**src/rtl/core/ttw_pkg.sv**
```systemverilog
`timescale 1ns / 1ps
package ttw_pkg;

  localparam int COLUMNS     = 80;
  localparam int ROWS        = 25;
  localparam int CELLS       = COLUMNS * ROWS;
  localparam int ADDR_W      = $clog2(CELLS);
  localparam int CNT_W       = $clog2(CELLS + 1);
  localparam int CUR_W       = $clog2(CELLS + COLUMNS);
  localparam int CELL_IDX_W  = 11;
  localparam int CELL_W      = 16;
  localparam int QUEUE_DEPTH = 2;
  localparam int QPTR_W      = $clog2(QUEUE_DEPTH);
  localparam int QCNT_W      = $clog2(QUEUE_DEPTH + 1);

  localparam logic [CELL_W-1:0] BLANK_CELL  = 16'h0700;
  localparam logic [7:0]        RESET_COLOR = 8'h07;

  localparam logic [7:0] CH_NUL = 8'h00;
  localparam logic [7:0] CH_BS  = 8'h08;
  localparam logic [7:0] CH_TAB = 8'h09;
  localparam logic [7:0] CH_NL  = 8'h0A;
  localparam logic [7:0] CH_VT  = 8'h0B;
  localparam logic [7:0] CH_FF  = 8'h0C;
  localparam logic [7:0] CH_CR  = 8'h0D;
  localparam logic [7:0] CH_ESC = 8'd27;

  localparam int OP_W = 4;
  localparam logic [OP_W-1:0] OP_READ  = 4'd0;
  localparam logic [OP_W-1:0] OP_PRINT = 4'd1;
  localparam logic [OP_W-1:0] OP_NL    = 4'd2;
  localparam logic [OP_W-1:0] OP_CR    = 4'd3;
  localparam logic [OP_W-1:0] OP_TAB   = 4'd4;
  localparam logic [OP_W-1:0] OP_VT    = 4'd5;
  localparam logic [OP_W-1:0] OP_BS    = 4'd6;
  localparam logic [OP_W-1:0] OP_FF    = 4'd7;
  localparam logic [OP_W-1:0] OP_NUL   = 4'd8;
  localparam logic [OP_W-1:0] OP_ESC   = 4'd9;

  typedef struct packed {
    logic                  action;
    logic [7:0]            char_code;
    logic                  last_of_write;
    logic [CELL_IDX_W-1:0] cell_index;
  } in_item_t;

  typedef struct packed {
    logic [7:0]            read_char;
    logic [7:0]            read_attr;
    logic [CELL_IDX_W-1:0] cursor_pos;
    logic [7:0]            text_color;
  } out_item_t;

  typedef struct packed {
    logic [OP_W-1:0]       op;
    logic [7:0]            code;
    logic                  last;
    logic [CELL_IDX_W-1:0] idx;
  } cmd_t;

  typedef struct packed {
    logic full;
    logic empty;
  } q_status_t;

endpackage

```
**src/rtl/core/ttw_front.sv**
```systemverilog
`timescale 1ns / 1ps
module ttw_front import ttw_pkg::*; (
  input  logic      in_valid,
  output logic      in_ready,
  input  in_item_t  in_item,
  input  logic      busy,
  input  q_status_t qs,
  output logic      push,
  output cmd_t      push_cmd
);

  logic [OP_W-1:0] op;

  always_comb begin
    case (in_item.char_code)
      CH_ESC:  op = OP_ESC;
      CH_NL:   op = OP_NL;
      CH_BS:   op = OP_BS;
      CH_CR:   op = OP_CR;
      CH_NUL:  op = OP_NUL;
      CH_TAB:  op = OP_TAB;
      CH_VT:   op = OP_VT;
      CH_FF:   op = OP_FF;
      default: op = OP_PRINT;
    endcase
    if (in_item.action) begin
      op = OP_READ;
    end
  end

  assign in_ready = !qs.full && !busy;
  assign push     = in_valid && in_ready;

  assign push_cmd.op   = op;
  assign push_cmd.code = in_item.char_code;
  assign push_cmd.last = in_item.last_of_write;
  assign push_cmd.idx  = in_item.cell_index;

endmodule

```
**config.mk**
```make
export PLATFORM = sky130hd
export DESIGN_NAME = ttw_front
export DESIGN_NICKNAME = d
export VERILOG_FILES = /design/src/rtl/core/ttw_pkg.sv /design/src/rtl/core/ttw_front.sv
export SDC_FILE = /design/constraint.sdc
export NUM_CORES = 1
export LEC_CHECK = 0
export BUFFER_PORTS_ARGS = -buffer_cell sky130_fd_sc_hd__buf_2
export CORE_AREA = 2 2 39 41
export DETAILED_ROUTE_END_ITERATION = 8
export DIE_AREA = 0 0 41 43
export PLACE_DENSITY = 0.7
export SYNTH_ARGS = -nofsm -noshare
export SYNTH_HDL_FRONTEND = slang
export SYNTH_SLANG_ARGS = --single-unit
```
**constraint.sdc**
```tcl
create_clock -name vclk -period 3.9
set_input_delay 1.17 -clock vclk [all_inputs]
set_output_delay 1.17 -clock vclk [all_outputs]
set_load 0.01 [all_outputs]
```
==> flow_metrics.env <==
export IMPL_period_needed_ns=3.27
export IMPL_timing_fmax_mhz=306
export IMPL_nets=71
export IMPL_start_util_pct=19.7
export IMPL_cpPeakStageDelay_ns=0.31
export IMPL_syn_to_final_growth_pct=0
export IMPL_clkPwrFrac_pct=0
export IMPL_end_kind="output port"
export IMPL_power_density_nw_per_um2=87.5
export IMPL_tns_ns=0
export IMPL_wl_per_cell_um=9.17
export IMPL_fp_row_count=14
export IMPL_grt_pass1_vias=219
export IMPL_routed_wl_um=550
export IMPL_design_seq_count=0
export IMPL_dr_wl_met2_um=261
export IMPL_power_leakage_nw=0.159
export IMPL_critical_path_most_common_cell="buf_2"
export IMPL_p_total_w=0.0000239
export IMPL_yosys_cell_count_top_type="buf_4"
export IMPL_place_gp_congestion=0.611
export IMPL_status="finished, final reports clean"
export IMPL_vias=253
export IMPL_p_sw_w=0.0000131
export IMPL_grt_ovfl_total=0
export IMPL_start_kind="input pin"
export IMPL_grt_start_max_net_pins=6
export IMPL_setup_violations_final=0
export IMPL_antenna_cells=0
export IMPL_tightest_slew_ns=0.261
export IMPL_grt_pass1_wl_um=834
export IMPL_wl_met1_um=200
export IMPL_synth_area_per_cell_um2=7.18
export IMPL_post_cts_buffers=0
export IMPL_comb_power_share_pct=100.0
export IMPL_cts_hold_buffers_added=0
export IMPL_fin_area_um2=273
export IMPL_synth_top_area_share_pct=55.0
export IMPL_slew_headroom_pct=82.5
export IMPL_synth_area_leaders="buf_4, a2111oi_2, nor2_1, a211oi_2, nor4_2"
export IMPL_yosysTopAreaCell="buf_4"
export IMPL_path_max_fanout=4
export IMPL_port_buffers=26
export IMPL_grt_setup_unrepaired="false"
export IMPL_clock_buffers=0
export IMPL_mostFrequentLayoutCell="buf_2"
export IMPL_critical_path_required_ns=2.73
export IMPL_drv_slew=0
export IMPL_ys_seq_area_share_pct=0
export IMPL_dieWidth_um=41
export IMPL_seq_power_share_pct=0
export IMPL_worstSetupPathType="input pin to output port"
export IMPL_seq_area_um2=0
export IMPL_peakVddDrop_mv=0.0270
export IMPL_avgViaCountPerCell=4.22
export IMPL_post_cts_resized=0
export IMPL_highest_layer="met3"
export IMPL_hpwlAfterDp_um=515
export IMPL_internal_power_w=0.0000108
export IMPL_fillers=161
export IMPL_dieArea_um2=1760
export IMPL_antenna_found_initial=0
export IMPL_firstDrtPassIters=1
export IMPL_placed_cell_area_um2=273
export IMPL_syn_nets=63
export IMPL_fin_crit_sh_pct=83.9
export IMPL_grtUsageTotal_pct=6.19
export IMPL_switching_share_pct=54.7
export IMPL_yosys_top_cells_count="buf_4, nor2_1, inv_1"
export IMPL_netlist_instances=38
export IMPL_core_area_um2=1380
export IMPL_drt_iter0_markers=0
export IMPL_wl_met3_um=88
export IMPL_worstPathCellList="buf_2 > nor4_2 > nand3b_1 > a211oi_2 > buf_2"
export IMPL_ant_nets=0
export IMPL_top_level_ports=51
export IMPL_hold_path_class="input pin to output port"
export IMPL_maxCapViolations=0
export IMPL_ys_warn_count=0
export IMPL_layout_common_cells="buf_2, nor2_1, inv_1"
export IMPL_cp_arrival_ns=2.10
export IMPL_drc=0
export IMPL_layout_drive_gt1_share_pct=65.9
export IMPL_die_h_um=43
export IMPL_syn_area_um2=273
export IMPL_yosysUniqueCellTypes=14
export IMPL_cp_slowest_cell="nor4_2"
export IMPL_hold_viol=0
power groups by stage:
stage | Sequential (W) | Clock, W | Combinational, W
after floorplan | 0 | 0 | 0.0000269
after global placement | 0 | 0 | 0.0000235
after detailed placement | 0 | 0 | 0.0000242
after CTS | 0 | 0 | 0.0000243
after global routing | 0 | 0 | 0.0000269
final | 0 | 0 | 0.0000239
kinds of logic after synthesis:
family                     count (synthesis)  synth area share, %
buffers and inverters                     23                 59.2
and+or+nand+nor                           10                 21.1
AOI/OAI and AO/OA                          4                 16.1
adders and majority gates                  1                 3.67
per-stage QoR:
step           setup slack (ns)  instances  util [%]  hold slack [ns]
6_report                  0.628         60      19.7             2.34
5_1_grt                   0.541         60      19.7             2.34
4_1_cts                   0.603         60      19.7             2.34
3_5_place_dp              0.598         60      19.7             2.34
3_3_place_gp              0.593         60      19.7             2.34
2_1_floorplan             0.867         38         -             2.37
path summary, 6_finish.rpt:
kind / start / to / slack (ns) / depth (start not counted)
setup / recovery: in_item[16] / push_cmd[21] / 0.63 / 5
hold / removal: in_item[0] / push_cmd[0] / 2.34 / 0
worst max-delay path, delay by kind of cell:
| family | cells | cell delay, ns |
|---|---|---|
| AND/OR/NAND/NOR | 2 | 0.45 |
| buffers and inverters | 2 | 0.28 |
| AO/OA/AOI/OAI | 1 | 0.20 |
cell type report:
class | count | area [µm²] | area share, %
timing repair buffer | 26 | 130 | 47.7
inverter | 3 | 11.3 | 4.13
tap | 16 | 20.0 | 7.34
multi-input combinational | 15 | 111 | 40.8
per-layer routing:
layer	vias up	track usage, %
met5	-	0
met3	0	0.524
met2	24	11.3
met4	0	0
li1	120	-
met1	109	7.91
(Power assumes the default switching activity.)
