File: src/rtl/core/ttw_pkg.sv
`timescale 1ns / 1ps
package ttw_pkg;

  localparam int COLUMNS     = 80;
  localparam int ROWS        = 25;
  localparam int CELLS       = COLUMNS * ROWS;
  localparam int ADDR_W      = $clog2(CELLS);
  localparam int CNT_W       = $clog2(CELLS + 1);
  localparam int CUR_W       = $clog2(CELLS + COLUMNS);
  localparam int CELL_IDX_W  = 11;
  localparam int CELL_W      = 16;
  localparam int QUEUE_DEPTH = 2;
  localparam int QPTR_W      = $clog2(QUEUE_DEPTH);
  localparam int QCNT_W      = $clog2(QUEUE_DEPTH + 1);

  localparam logic [CELL_W-1:0] BLANK_CELL  = 16'h0700;
  localparam logic [7:0]        RESET_COLOR = 8'h07;

  localparam logic [7:0] CH_NUL = 8'h00;
  localparam logic [7:0] CH_BS  = 8'h08;
  localparam logic [7:0] CH_TAB = 8'h09;
  localparam logic [7:0] CH_NL  = 8'h0A;
  localparam logic [7:0] CH_VT  = 8'h0B;
  localparam logic [7:0] CH_FF  = 8'h0C;
  localparam logic [7:0] CH_CR  = 8'h0D;
  localparam logic [7:0] CH_ESC = 8'd27;

  localparam int OP_W = 4;
  localparam logic [OP_W-1:0] OP_READ  = 4'd0;
  localparam logic [OP_W-1:0] OP_PRINT = 4'd1;
  localparam logic [OP_W-1:0] OP_NL    = 4'd2;
  localparam logic [OP_W-1:0] OP_CR    = 4'd3;
  localparam logic [OP_W-1:0] OP_TAB   = 4'd4;
  localparam logic [OP_W-1:0] OP_VT    = 4'd5;
  localparam logic [OP_W-1:0] OP_BS    = 4'd6;
  localparam logic [OP_W-1:0] OP_FF    = 4'd7;
  localparam logic [OP_W-1:0] OP_NUL   = 4'd8;
  localparam logic [OP_W-1:0] OP_ESC   = 4'd9;

  typedef struct packed {
    logic                  action;
    logic [7:0]            char_code;
    logic                  last_of_write;
    logic [CELL_IDX_W-1:0] cell_index;
  } in_item_t;

  typedef struct packed {
    logic [7:0]            read_char;
    logic [7:0]            read_attr;
    logic [CELL_IDX_W-1:0] cursor_pos;
    logic [7:0]            text_color;
  } out_item_t;

  typedef struct packed {
    logic [OP_W-1:0]       op;
    logic [7:0]            code;
    logic                  last;
    logic [CELL_IDX_W-1:0] idx;
  } cmd_t;

  typedef struct packed {
    logic full;
    logic empty;
  } q_status_t;

endpackage

File: src/rtl/core/ttw_queue.sv
`timescale 1ns / 1ps
module ttw_queue import ttw_pkg::*; (
  input  logic      clk,
  input  logic      rst,
  input  logic      push,
  input  cmd_t      push_cmd,
  input  logic      pop,
  output cmd_t      pop_cmd,
  output q_status_t qs
);

  cmd_t              entries [QUEUE_DEPTH];
  logic [QPTR_W-1:0] wr_ptr;
  logic [QPTR_W-1:0] rd_ptr;
  logic [QCNT_W-1:0] count;

  assign qs.full  = (count == QCNT_W'(QUEUE_DEPTH));
  assign qs.empty = (count == '0);
  assign pop_cmd  = entries[rd_ptr];

  always_ff @(posedge clk) begin
    if (push) begin
      entries[wr_ptr] <= push_cmd;
    end
  end

  always_ff @(posedge clk) begin
    if (rst) begin
      wr_ptr <= '0;
      rd_ptr <= '0;
      count  <= '0;
    end else begin
      if (push) begin
        wr_ptr <= (wr_ptr == QPTR_W'(QUEUE_DEPTH - 1)) ? '0 : wr_ptr + QPTR_W'(1);
      end
      if (pop) begin
        rd_ptr <= (rd_ptr == QPTR_W'(QUEUE_DEPTH - 1)) ? '0 : rd_ptr + QPTR_W'(1);
      end
      if (push && !pop) begin
        count <= count + QCNT_W'(1);
      end else if (pop && !push) begin
        count <= count - QCNT_W'(1);
      end
    end
  end

endmodule

File: config.mk
export PLATFORM = sky130hd
export DESIGN_NAME = ttw_queue
export DESIGN_NICKNAME = d
export VERILOG_FILES = /design/src/rtl/core/ttw_pkg.sv /design/src/rtl/core/ttw_queue.sv
export SDC_FILE = /design/constraint.sdc
export NUM_CORES = 1
export LEC_CHECK = 0
export BUFFER_PORTS_ARGS = -buffer_cell sky130_fd_sc_hd__buf_2
export CAP_MARGIN = 40
export CORE_MARGIN = 4
export CORE_UTILIZATION = 53
export CTS_BUF_LIST = sky130_fd_sc_hd__clkbuf_2 sky130_fd_sc_hd__clkbuf_4 sky130_fd_sc_hd__clkbuf_8
export DETAILED_ROUTE_END_ITERATION = 8
export GPL_TIMING_DRIVEN = 0
export PLACE_DENSITY = 0.81
export SETUP_SLACK_MARGIN = 0.2
export SYNTH_ARGS = -nofsm -noshare
export SYNTH_HDL_FRONTEND = slang
export SYNTH_SLANG_ARGS = --single-unit
File: constraint.sdc
create_clock -name clk -period 2.4 [get_ports clk]
set_input_delay 0.12 -clock clk [delete_from_list [all_inputs] [get_ports clk]]
set_output_delay 0.12 -clock clk [all_outputs]
set_load 0.1 [all_outputs]
==> flow_summary.yaml <==
floorplanning:
  fp.dieH_um: 68.49
  rows: 21
  die_w_um: 68.49
  start_util_pct: 56.34
  io_pins: 54
  core_area_um2: 3442
  die_area_um2: 4691
timing:
  setup_viol: 0
  timing.final.crit_share_pct: 73.76
  slew_violations: 0
  slew_headroom_pct: 62.81
  tightest_slew_ps: 555.3
  hold_viol_final: 0
  tns_ps: 0
  fin_skew_ps: 4.308
  fmax_ghz: 0.5649
  rsz0062_at_grt: "false"
  fin_crit_ps: 1770
synthesis:
  synth_nets: 126
  synthMuxAreaShare_pct: 13.94
  yosys.area_share.simple_pct: 2.387
  synth-xor-area-share_pct: 1.806
  netlist_area_um2: 1939
  syn_avg_cell_area_um2: 19.99
  synth_top_family_by_area: "multiplexers"
  synth-seq-area-share_pct: 79.48
  synth-compound-area-share_pct: 0.5161
  yosysWarnings: 0
  synth_fa_ha_area_share_pct: 0.6452
  synth-seq-cells: 53
  synth_cell_types: 16
  syn_inst: 97
place:
  place.gp.congestion: 0.6705
  hpwl_mm: 2.183
  place.port_buffers: 53
  dp.cells: 198
run_status:
  status: "finished clean"
clocking:
  clk_pin_slew_ps: 80
  root_buffer: "clkbuf_8"
  clock_sink_count: 53
  cts.path.max_buffers: 2
  cts_max_level: 2
  cts_tree: "done"
  numCtsBuffers: 5
  clk_latency_ps: 290
  cts_resized: 0
cells_and_area:
  final_cells: 213
  drive_gt1_share_pct: 54.49
  diodes: 0
  nets: 195
  syn2layout_area_growth_pct: 28.90
route:
  drt-vias-per-instance: 4.925
  firstDrtPassIters: 4
  routed_wl_mm: 3.209
  vias: 1049
  route.detailed.drc: 0
  drt_iter0_markers: 40
  wl_per_cell_um: 15.07
  ant_nets: 0
pwr:
  power_leakage_nw: 0.9692
  total_power_mw: 2.270
  vdd_drop_max_uv: 598.6
  power_density_nw_per_um2: 908.1
grt:
  grt-ovfl-total: 0
  grt_max_degree: 18
  track_usage_pct: 14.90
  grt_pass1_vias: 1029
  antenna_found_initial: 0
  grt_first_pass_wirelength_mm: 4.830
worst_hold_path:
  hold_class: "in2reg"
setup_path:
  slowest_stage: "mux2_2"
  crit_path_max_fanout: 10
  startpoint_type: "flip-flop"
  cpMostUsedCell: "buf_2"
  criticalPathCategory: "reg2out"
  path_cells: "buf_2 -> buf_4 -> mux2_2 -> buf_2"
  cp_slowest_stage_delay_ps: 350
  worstPathRequired_ps: 2280
  critPathArrivalTime_ps: 1650
  cp-end-kind: "primary output"
flow_run:
  drv_cap: 0
## path summary, 6_finish.rpt
check | depth (start not counted) | to | from | slack (ps)
max | 4 | pop_cmd[23] | flip-flop | 630
min | 1 | entries[1][8]$_DFFE_PP_ | push_cmd[8] | 10
min reg2reg | 2 | count[1]$_SDFFE_PP0P_ | count[1]$_SDFFE_PP0P_ | 530
max reg2reg | 2 | entries[1][6]$_DFFE_PP_ | wr_ptr$_SDFFE_PP0P_ | 1060
## per-stage QoR
stage | setup slack, ps | area, µm² | util, % | hold slack (ps)
global route | 528.5 | 2500 | 72.63 | 0.009562
detailed placement | 975.3 | 2320 | 67.39 | 312.3
finish | 629.8 | 2500 | 72.63 | 13.33
CTS | 614.6 | 2430 | 70.59 | 3.069
floorplan | 576.3 | 1939 | - | 189.1
global placement | 76.86 | 2262 | 65.72 | 307.9
## metal layers
layer / routed length, µm / vias to the layer above / track usage [%]
li1: - / 506 / -
met1: 1257 / 507 / 16.67
met2: 1699 / 31 / 25.86
met3: 210 / 5 / 4.700
met4: 41 / 0 / 6.700
met5: 0 / - / 0
## sequential cells by signal, summed over array words and instances, names as in the netlist, named ones only
register and count:
entries 48, rd_ptr 1, wr_ptr 1, count 2
## synth_stat cells, drive strengths merged
| cell | number | share of area [%] |
|---|---|---|
| o21ai | 1 | 0.26 |
| inv | 1 | 0.19 |
| edfxtp | 48 | 74 |
| nor2 | 5 | 0.97 |
| buf | 3 | 1.0 |
| xor2 | 2 | 0.90 |
| or3 | 1 | 0.32 |
| and2 | 1 | 0.32 |
| a21oi | 1 | 0.26 |
| and2b | 1 | 0.45 |
| nor2b | 1 | 0.32 |
| dfxtp | 5 | 5.2 |
| mux2 | 24 | 14 |
| xnor2 | 2 | 0.90 |
| ha | 1 | 0.65 |
## report_power, final
group | leakage (nW) | switching [mW] | internal, mW
clock network | 0.0563 | 0.254 | 0.319
logic | 0.421 | 0.474 | 0.133
registers | 0.492 | 0.0184 | 1.07
total | 0.969 | 0.746 | 1.52
## cells by family after synthesis
family | after synthesis
AO/OA/AOI/OAI | 2
adder cells (fa/ha/maj) | 1
multiplexers | 24
buffers and inverters | 4
XOR/XNOR | 4
AND/OR/NAND/NOR | 9
flip-flops | 53
## cell usage in the layout (no fill, tap or decap), drive strengths merged
master / instances
a21oi: 1
and2: 1
and2b: 1
buf: 58
bufinv: 1
clkbuf: 6
clkinv: 1
dfxtp: 5
dlygate4sd3: 7
edfxtp: 48
ha: 1
inv: 1
mux2: 24
nor2: 5
nor2b: 1
o21ai: 1
or3: 1
xnor2: 2
xor2: 2
## area by class of cell
cell class | instances | area (µm²)
sequential | 53 | 1541
fill | 227 | 942.2
timing repair buffer | 62 | 390.4
multi-input combinational | 40 | 376.6
clock buffer | 6 | 76.32
tap | 46 | 57.56
clock inverter | 2 | 33.78
buffer | 3 | 20.02
inverter | 1 | 3.754
## timing repair
action | CTS | global route
endpoints found under the setup margin | 0 | 0
hold buffers | 0 | 7
setup buffers | 0 | 0
endpoints found under the hold margin | 0 | 13
## critical path: cells and delay by family (launching register included)
| kind | cells | cell delay [ps] |
|---|---|---|
| buf+inv | 3 | 670 |
| flops | 1 | 320 |
| mux | 1 | 350 |
No activity file was read; power rests on OpenSTA's default activity.
